<file path="src/rtl/core/kprl_pkg.sv">
package kprl_pkg;

    localparam int unsigned KEY_COUNT = 3;
    localparam int unsigned KEY_DOWN  = 0;
    localparam int unsigned KEY_UP    = 1;
    localparam int unsigned KEY_POWER = 2;

    localparam int unsigned TIME_W = 32;
    localparam int unsigned CFG_IDX_W = 2;

    // configuration register indexes
    localparam logic [CFG_IDX_W-1:0] CFG_REPEAT_INTERVAL = 2'd0;
    localparam logic [CFG_IDX_W-1:0] CFG_LONGPRESS       = 2'd1;
    localparam logic [CFG_IDX_W-1:0] CFG_RELEASE_GUARD   = 2'd2;

    localparam logic [TIME_W-1:0] RST_REPEAT_INTERVAL = 32'd100_000_000;
    localparam logic [TIME_W-1:0] RST_LONGPRESS       = 32'd500_000_000;
    localparam logic [TIME_W-1:0] RST_RELEASE_GUARD   = 32'd10_000_000;

    // power key event codes
    typedef enum logic [2:0] {
        EV_NONE   = 3'd0,
        EV_ENTER  = 3'd1,
        EV_RIGHT  = 3'd2,
        EV_LEFT   = 3'd3,
        EV_ESCAPE = 3'd4
    } t_power_ev;

    typedef enum logic [2:0] {
        PH_RELEASED = 3'b001,
        PH_PRESSED  = 3'b010,
        PH_PENDING  = 3'b100
    } t_phase;

    localparam int unsigned IN_DATA_W  = 40;
    localparam int unsigned OUT_DATA_W = 8;

endpackage

</file>
<file path="src/rtl/core/key_press_repeat_longpress_fsm.sv">
// Key poll-tick state machine for volume down, volume up and power.
//
// Slave channel (i_s_*): one word per poll tick carrying the three active-low
// pin levels and the nanoseconds since the previous tick. Master channel
// (o_m_*): exactly one word per tick with the down and up event bits and the
// power event code (none, enter, right, left, escape).
// Config port (i_cfg_*): write index 0 repeat interval, 1 long-press time,
// 2 release guard time; other indexes are dropped. Write only while idle.
//
// The result of an accepted word is registered and shows on o_m_* in the next cycle.
// Throughput is one word per cycle while the receiver keeps up; the per-key update (saturating add of the
// timer, three compares) sits between the key state registers and the output
// register and finishes in the accepting cycle.
// o_s_tready is high while the output register is empty or being drained, so
// a stalled receiver stops intake only when a result is already waiting.
// Reset (synchronous, active low) releases every key, clears timers and flags,
// loads the default timings and empties the output register.
module key_press_repeat_longpress_fsm (
    input  logic                          i_clk,
    input  logic                          i_rst_n,
    input  logic                          i_s_tvalid,
    output logic                          o_s_tready,
    // down_pin_level[0], up_pin_level[1], power_pin_level[2], delta_ns[34:3]
    input  logic [kprl_pkg::IN_DATA_W-1:0]  i_s_tdata,
    output logic                          o_m_tvalid,
    input  logic                          i_m_tready,
    // down_key_event[0], up_key_event[1], power_key_event[4:2]
    output logic [kprl_pkg::OUT_DATA_W-1:0] o_m_tdata,
    input  logic                          i_cfg_we,
    input  logic [kprl_pkg::CFG_IDX_W-1:0]  i_cfg_idx,
    input  logic [kprl_pkg::TIME_W-1:0]     i_cfg_wdata
);
    import kprl_pkg::*;

    logic [TIME_W-1:0] r_repeat_interval;
    logic [TIME_W-1:0] r_longpress;
    logic [TIME_W-1:0] r_release_guard;

    t_phase            r_phase  [KEY_COUNT];
    logic [TIME_W-1:0] r_timer  [KEY_COUNT];
    logic              r_repeat [KEY_COUNT];
    logic              r_lp     [KEY_COUNT];
    logic              r_power_last;

    t_phase            n_phase  [KEY_COUNT];
    logic [TIME_W-1:0] n_timer  [KEY_COUNT];
    logic              n_repeat [KEY_COUNT];
    logic              n_lp     [KEY_COUNT];

    logic [TIME_W:0]   w_sum    [KEY_COUNT];
    logic [TIME_W-1:0] w_t      [KEY_COUNT];
    logic              w_ev     [KEY_COUNT];
    logic [KEY_COUNT-1:0] w_press;
    t_power_ev         w_power_code;

    logic                  r_out_valid;
    logic [OUT_DATA_W-1:0] r_out_data;
    logic                  w_accept;

    assign o_s_tready = !r_out_valid || i_m_tready;
    assign w_accept   = i_s_tvalid && o_s_tready;
    assign o_m_tvalid = r_out_valid;
    assign o_m_tdata  = r_out_data;

    assign w_press[KEY_DOWN]  = !i_s_tdata[0];
    assign w_press[KEY_UP]    = !i_s_tdata[1];
    assign w_press[KEY_POWER] = !i_s_tdata[2];

    always_comb begin
        for (int k = 0; k < KEY_COUNT; k++) begin
            w_sum[k] = {1'b0, r_timer[k]} + {1'b0, i_s_tdata[34:3]};
            w_t[k]   = w_sum[k][TIME_W] ? '1 : w_sum[k][TIME_W-1:0];
            n_phase[k]  = r_phase[k];
            n_timer[k]  = w_t[k];
            n_repeat[k] = r_repeat[k];
            n_lp[k]     = r_lp[k];
            w_ev[k]     = 1'b0;
            case (r_phase[k])
                PH_RELEASED: begin
                    if (w_press[k]) begin
                        n_timer[k] = '0;
                        n_phase[k] = PH_PRESSED;
                    end
                end
                PH_PRESSED: begin
                    if (w_press[k]) begin
                        if (r_repeat[k] && w_t[k] >= r_repeat_interval) begin
                            w_ev[k]    = 1'b1;
                            n_timer[k] = '0;
                        end else if (!r_lp[k] && w_t[k] >= r_longpress) begin
                            // power reports its combo code, volume keys start repeat unless power was held
                            if (k == KEY_POWER) begin
                                w_ev[k] = 1'b1;
                            end else if (!r_power_last) begin
                                w_ev[k]     = 1'b1;
                                n_timer[k]  = '0;
                                n_repeat[k] = 1'b1;
                            end
                            n_lp[k] = 1'b1;
                        end
                    end else begin
                        if (!r_lp[k]) begin
                            w_ev[k]    = 1'b1;
                            n_phase[k] = PH_PENDING;
                        end else if (w_t[k] >= r_release_guard) begin
                            n_timer[k]  = '0;
                            n_repeat[k] = 1'b0;
                            n_lp[k]     = 1'b0;
                            n_phase[k]  = PH_RELEASED;
                        end
                    end
                end
                default: begin
                    n_timer[k]  = '0;
                    n_repeat[k] = 1'b0;
                    n_lp[k]     = 1'b0;
                    n_phase[k]  = PH_RELEASED;
                end
            endcase
        end
    end

    // power event: a short press gives enter, a long press a combo code
    always_comb begin
        w_power_code = EV_NONE;
        if (w_ev[KEY_POWER]) begin
            if (r_phase[KEY_POWER] == PH_PRESSED && w_press[KEY_POWER]) begin
                if (w_press[KEY_DOWN]) begin
                    w_power_code = EV_RIGHT;
                end else if (w_press[KEY_UP]) begin
                    w_power_code = EV_LEFT;
                end else begin
                    w_power_code = EV_ESCAPE;
                end
            end else begin
                w_power_code = EV_ENTER;
            end
        end
    end

    always_ff @(posedge i_clk) begin
        if (!i_rst_n) begin
            r_repeat_interval <= RST_REPEAT_INTERVAL;
            r_longpress       <= RST_LONGPRESS;
            r_release_guard   <= RST_RELEASE_GUARD;
        end else if (i_cfg_we) begin
            case (i_cfg_idx)
                CFG_REPEAT_INTERVAL: r_repeat_interval <= i_cfg_wdata;
                CFG_LONGPRESS:       r_longpress       <= i_cfg_wdata;
                CFG_RELEASE_GUARD:   r_release_guard   <= i_cfg_wdata;
                default: begin
                end
            endcase
        end
    end

    always_ff @(posedge i_clk) begin
        if (!i_rst_n) begin
            for (int k = 0; k < KEY_COUNT; k++) begin
                r_phase[k]  <= PH_RELEASED;
                r_timer[k]  <= '0;
                r_repeat[k] <= 1'b0;
                r_lp[k]     <= 1'b0;
            end
            r_power_last <= 1'b0;
        end else if (w_accept) begin
            for (int k = 0; k < KEY_COUNT; k++) begin
                r_phase[k]  <= n_phase[k];
                r_timer[k]  <= n_timer[k];
                r_repeat[k] <= n_repeat[k];
                r_lp[k]     <= n_lp[k];
            end
            r_power_last <= w_press[KEY_POWER];
        end
    end

    always_ff @(posedge i_clk) begin
        if (!i_rst_n) begin
            r_out_valid <= 1'b0;
        end else if (w_accept) begin
            r_out_valid <= 1'b1;
        end else if (i_m_tready) begin
            r_out_valid <= 1'b0;
        end
    end

    always_ff @(posedge i_clk) begin
        if (w_accept) begin
            r_out_data <= {3'b000, w_power_code, w_ev[KEY_UP], w_ev[KEY_DOWN]};
        end
    end

endmodule

</file>
<file path="config.mk">
export PLATFORM = sky130hd
export DESIGN_NAME = key_press_repeat_longpress_fsm
export DESIGN_NICKNAME = d
export VERILOG_FILES = /design/src/rtl/core/kprl_pkg.sv /design/src/rtl/core/key_press_repeat_longpress_fsm.sv
export SDC_FILE = /design/constraint.sdc
export NUM_CORES = 1
export LEC_CHECK = 0
export BUFFER_PORTS_ARGS = -buffer_cell sky130_fd_sc_hd__buf_2
export CAP_MARGIN = 25
export CELL_PAD_IN_SITES_DETAIL_PLACEMENT = 2
export CELL_PAD_IN_SITES_GLOBAL_PLACEMENT = 2
export CORE_MARGIN = 4
export CORE_UTILIZATION = 43
export DETAILED_ROUTE_END_ITERATION = 16
export PLACE_DENSITY = 0.95
export SETUP_SLACK_MARGIN = 0.3
export SLEW_MARGIN = 25
export SYNTH_ARGS = -nofsm -noshare
export SYNTH_HDL_FRONTEND = slang
export SYNTH_SLANG_ARGS = --single-unit
</file>
<file path="constraint.sdc">
create_clock -name i_clk -period 17.6 [get_ports i_clk]
set_input_delay 3.52 -clock i_clk [delete_from_list [all_inputs] [get_ports i_clk]]
set_output_delay 3.52 -clock i_clk [all_outputs]
set_load 0.02 [all_outputs]
</file>
==> Yosys cells after proc, flatten, opt, wreduce, memory -nomap -nowiden <==
Memory sizes are Yosys's and may differ from the RTL's.
Cells that the tools add are included.
W data, S select, Z words.
{ "word_totals": {"out_inout_bits": 10, "inputBits": 79, "reg_bits": 103, "n_memories": 4, "mem_bits_ro": 0, "ram_bits": 111, "word_cells": 178, "latchBits": 0} }
{ "classes": {"shift": 0, "bitwise": 12, "mux": 111, "n_eq_ne": 8, "div": 0, "magnitude_cmp": 9, "n_reduce_logical": 21, "n_mul": 0, "add_sub_neg": 3} }
{ "mem_list": {"columns": ["name", "words", "width", "rd", "rd_clocked_by_memory_dff", "wr", "line_no", "text"], "rows": [
  ["r_timer", 3, 32, 3, 0, 3, "key_press_repeat_longpress_fsm.sv:40", "logic [TIME_W-1:0] r_timer [KEY_COUNT];"],
  ["r_phase", 3, 3, 3, 0, 3, "key_press_repeat_longpress_fsm.sv:39", "t_phase r_phase [KEY_COUNT];"],
  ["r_lp", 3, 1, 3, 0, 3, "key_press_repeat_longpress_fsm.sv:42", "logic r_lp [KEY_COUNT];"],
  ["r_repeat", 3, 1, 3, 0, 3, "key_press_repeat_longpress_fsm.sv:41", "logic r_repeat [KEY_COUNT];"]
]} }
{ "ops": {"columns": ["cell", "count"], "rows": [
  ["$mux W32", 25],
  ["$ge A32 B32 Y1", 9],
  ["$pmux W32 S2", 3],
  ["$add A32 B32 Y33", 3],
  ["$mux W1", 57],
  ["$mux W3", 16],
  ["$pmux W3 S2", 3],
  ["$or A1 B1 Y1", 12],
  ["$pmux W1 S2", 6],
  ["$eq A3 B1 Y1 const B", 3],
  ["$eq A3 B2 Y1 const B", 3],
  ["$logic_and A1 B1 Y1", 8],
  ["$reduce_and A2 Y1", 4],
  ["$logic_not A1 Y1", 5],
  ["$reduce_and A3 Y1", 1],
  ["$eq A2 B1 Y1 const B", 1],
  ["$eq A2 B2 Y1 const B", 1],
  ["$logic_not A2 Y1", 1],
  ["$mux W2", 1],
  ["$reduce_bool A2 Y1", 1],
  ["$logic_or A1 B1 Y1", 1]
]} }

==> Longest topological paths before layout <==
An unclocked memory read counts as a cell.
{ "logic_depth": {"ltp_word": 10, "ltp_mapped": 24, "depth_no_buf": 20} }

==> Worst setup path after synthesis <==
OpenSTA, ideal clock, no wires.
{ "synth_timing": {"path_type": "in2reg", "startpoint": "input port i_s_tdata[3] in the netlist's numbering", "endpoint": "memory r_timer[1][29], in the netlist r_timer[0][61], data pin", "setup_ns": 0.255, "arrival_ns": 8.367, "required_ns": 17.345, "path_stages": 22, "path_buffers": 3, "setup_slack_ns": 8.978, "path_cell_list": "ha_1 -> fa_1 -> a211oi_1 -> o21ai_1 -> o21ai_0 -> a31oi_1 -> a21oi_1 -> a31oi_1 -> a21oi_2 -> buf_2 -> buf_2 -> nand2_1 -> ha_1 -> nand4_1 -> or2_2 -> or3_1 -> o21ai_0 -> a21oi_1 -> and2_1 -> o22ai_1 -> clkbuf_1 -> o21ba_2"} }
{ "synth_rtl": {"columns": ["element", "line_no", "text"], "rows": [
  ["from (decl)", "key_press_repeat_longpress_fsm.sv:24", "input logic [kprl_pkg::IN_DATA_W-1:0] i_s_tdata,"],
  ["to (decl)", "key_press_repeat_longpress_fsm.sv:40", null]
]} }

==> results_dict.tcl <==
set metrics [dict create \
    synth_area_um2 19000 \
    crit_required_ns 17.93 \
    track_usage_pct 39.9 \
    synth.area.top_cells "ha_1 (23%), edfxtp_1 (18%), dfxtp_1 (10%), a21oi_1 (6.2%), nand2_1 (6.1%)" \
    ys_seq_area_share_pct 28.5 \
    drive_above_1_share_pct 7.39 \
    cts.htree.levels 1 \
    swShare_pct 43.4 \
    gp_congestion 0.920 \
    cts_tree "yes" \
    worstSetupPathType "input pin to flip-flop" \
    relSlewSlack_pct 28.8 \
    report.final.slew_viol_count 0 \
    drc_errors 0 \
    root_buffer "clkbuf_16" \
    crit_path_start_kind "input pin" \
    pwr-share-seq_pct 26.8 \
    fin_nets 2703 \
    cts_setup_buffers 0 \
    yosysWarnings 0 \
    synth_ff_type "edfxtp_1" \
    antenna_found_initial 0 \
    met2_usage_pct 67.3 \
    multi_input_area_um2 12900 \
    die-height_um 218 \
    hpwl_um 65100 \
    regArea_um2 5420 \
    synth_edf_count 115 \
    final_cell_mix "ha_1 (352), nand2_1 (310), a21oi_1 (237)" \
    postLayoutSetupSlackWorst_ns 6.78 \
    intPower_mw 1.21 \
    status "finished clean" \
    syn_area_per_cell_um2 8.60 \
    n_fill_cell 4762 \
    finalCritPeriodShare_pct 61.5 \
    drtPass1Iterations 5 \
    rsz0062_at_grt "false" \
    crit_arrival_ns 11.15 \
    irDropWorstVdd_uv 71.0 \
    fp.dieArea_um2 47700 \
    cts_resized 0 \
    syn2layout_area_growth_pct 9.93 \
    synthCells 2210 \
    synth_seq_cells 213 \
    worst_hold_path_type "flip-flop to flip-flop" \
    numCtsBuffers 27 \
    wl_um 98600 \
    hold_slack_ns 0.466 \
    p_switching_mw 0.927 \
    path_max_fanout 36 \
    r2r-end "r_timer[0][61]" \
    yosysTopAreaCell "ha_1" \
    p_clk_share_pct 27.1 \
    clk_pin_slew_ns 0.06 \
    setup.worst_path.start "i_s_tdata[3]" \
    initial_core_util_pct 43.9 \
    critPathCapture "r_timer[0][61]" \
    use_met1_pct 47.5 \
    power.density_nw_per_um2 102 \
    drt_iter0_drc 2155 \
    io_buffers 80 \
    worst_pin_slew_ns 1.04 \
    core_um2 43400 \
    mostFrequentLayoutCell "ha_1" \
    grt_pass1_vias 22578 \
    grt_use_met3_pct 7.86 \
    num_vias 20217 \
    finalNonFillerCells 2873 \
    diodes 0 \
    ctsHoldBuffers 0 \
    reg2regPathDepth 22 \
    totalNegativeSetupSlack_ns 0 \
    die_x_um 218 \
    layout_min_cycle_time_ns 10.82 \
    grt_pass1_wl_um 146000 \
    wire_per_inst_um 34.3 \
    reg2reg_from "r_timer[0][32]" \
    clockBufferDepth 3 \
    hold_viol 0 \
    endpoint_kind "flip-flop" \
    busiest_layer "met2" \
    grt.overflow.total 0 \
    clock_skew_ns 0.0367 \
    viasPerCell 7.04 \
    max_freq_mhz 92.4 \
    dpl_worst_slack_ns 6.32 \
    ant_nets 0 \
    grt_max_degree 65 \
    synth_cell_types 71 \
    max_cap_viol_count 0 \
    rows 76 \
    ff2ff_setup_slack_ns 9.53 \
    synthArstFlopShare_pct 0 \
    netlist.area_leader.share_pct 23.2 \
    comb_power_share_pct 46.1 \
    clk_latency_ns 0.58 \
    dp_cells 2823 \
    p_leak_nw 9.38 \
    io-pin-count 89 \
    cts.sinks 213 \
    setup_violations 0 \
]
[registers in the layout, summed over array words and instances (netlist names)]
register / cells
r_timer: 96
r_longpress: 32
r_release_guard: 32
r_repeat_interval: 32
r_phase: 9
o_m_tdata: 5
r_lp: 3
r_repeat: 2
o_m_tvalid: 1
r_power_last: 1
[synth_stat cells (13+ instances only)]
library cell / number
a211oi_1: 34
nor2b_1: 78
and3_1: 21
a21oi_1: 237
a31oi_1: 13
nor2_1: 86
a21o_1: 138
nand3_1: 28
o21ai_0: 94
clkbuf_1: 48
xor2_1: 25
xnor2_1: 47
nand2b_1: 38
o211ai_1: 44
nand2_1: 311
dfxtp_1: 98
nand4_1: 51
ha_1: 352
inv_1: 115
edfxtp_1: 115
nor3_1: 29
o21a_1: 20
[stage by stage]
stage / power (mW) / util, % / area [µm²]
6_report: 2.14 / 48.2 / 20900
5_1_grt: 2.19 / 48.2 / 20900
4_1_cts: 2.07 / 48.1 / 20900
3_5_place_dp: 1.42 / 46.1 / 20000
3_3_place_gp: 1.30 / 46.1 / 20000
2_1_floorplan: 1.11 / - / 19000
[layout make-up]
type | count | share of cell area, %
clock buffers | 41 | 3.97
clock inverters | 7 | 0.180
inverters | 116 | 2.08
multi-input cells | 1814 | 61.8
flip-flops and latches | 213 | 25.9
well taps | 585 | 3.50
repair buffers | 97 | 2.58
[worst max-delay path: stages]
cell and delay (ns):
buf_2 0.14, ha_1 0.26, fa_1 0.45, a211oi_1 0.27
o21ai_1 0.24, o21ai_0 0.59, a31oi_1 0.31, a21oi_1 0.62
a31oi_1 0.34, a21oi_2 0.22, buf_4 0.47, nand2_1 0.32
ha_1 0.46, nand2_1 0.11, o21ai_0 0.39, a41oi_1 0.13
or3_1 0.34, o21ai_0 0.55, a21oi_1 0.28, and2_1 0.24
o22ai_2 0.15, buf_4 0.42, o21ba_2 0.25
[power by group through the flow]
stage	logic, mW	clock network [mW]	registers [mW]
global route	1.02	0.592	0.573
CTS	0.928	0.575	0.571
finish	0.985	0.580	0.572
floorplan	0.533	0	0.574
detailed placement	0.843	0	0.579
global placement	0.727	0	0.574
[how the worst min path moves through the flow]
stage                           from                    end  slack (ns)  cells after the start
2_1_floorplan        r_longpress[11]        r_longpress[11]        0.44                      2
3_3_place_gp   r_repeat_interval[11]  r_repeat_interval[11]        0.44                      2
3_5_place_dp     r_release_guard[11]    r_release_guard[11]        0.46                      2
4_1_cts          r_release_guard[24]    r_release_guard[24]        0.47                      2
5_1_grt        r_repeat_interval[31]  r_repeat_interval[31]        0.50                      2
6_report         r_release_guard[24]    r_release_guard[24]        0.47                      2
[per-layer routing]
metal | vias up | wire [µm] | share of wire (%)
li1 | 8258 | - | -
met1 | 10151 | 38200 | 39
met2 | 1289 | 45600 | 46
met3 | 519 | 7750 | 7.9
met4 | 0 | 6930 | 7.0
met5 | - | 0 | 0
[logic make-up (layout without fill, tap and decap cells)]
logic type / count (synthesis) / in the layout / synth area share, %
simple gates: 697 / 697 / 17.6
compound gates: 684 / 684 / 23.1
fa+ha+maj: 355 / 355 / 23.5
flops: 213 / 213 / 28.5
buf+inv: 185 / 261 / 3.85
xor+xnor: 72 / 72 / 3.32
mux: 3 / 3 / 0.158
other cells: 1 / 3 / 0.0197
(Power assumes the default switching activity.)
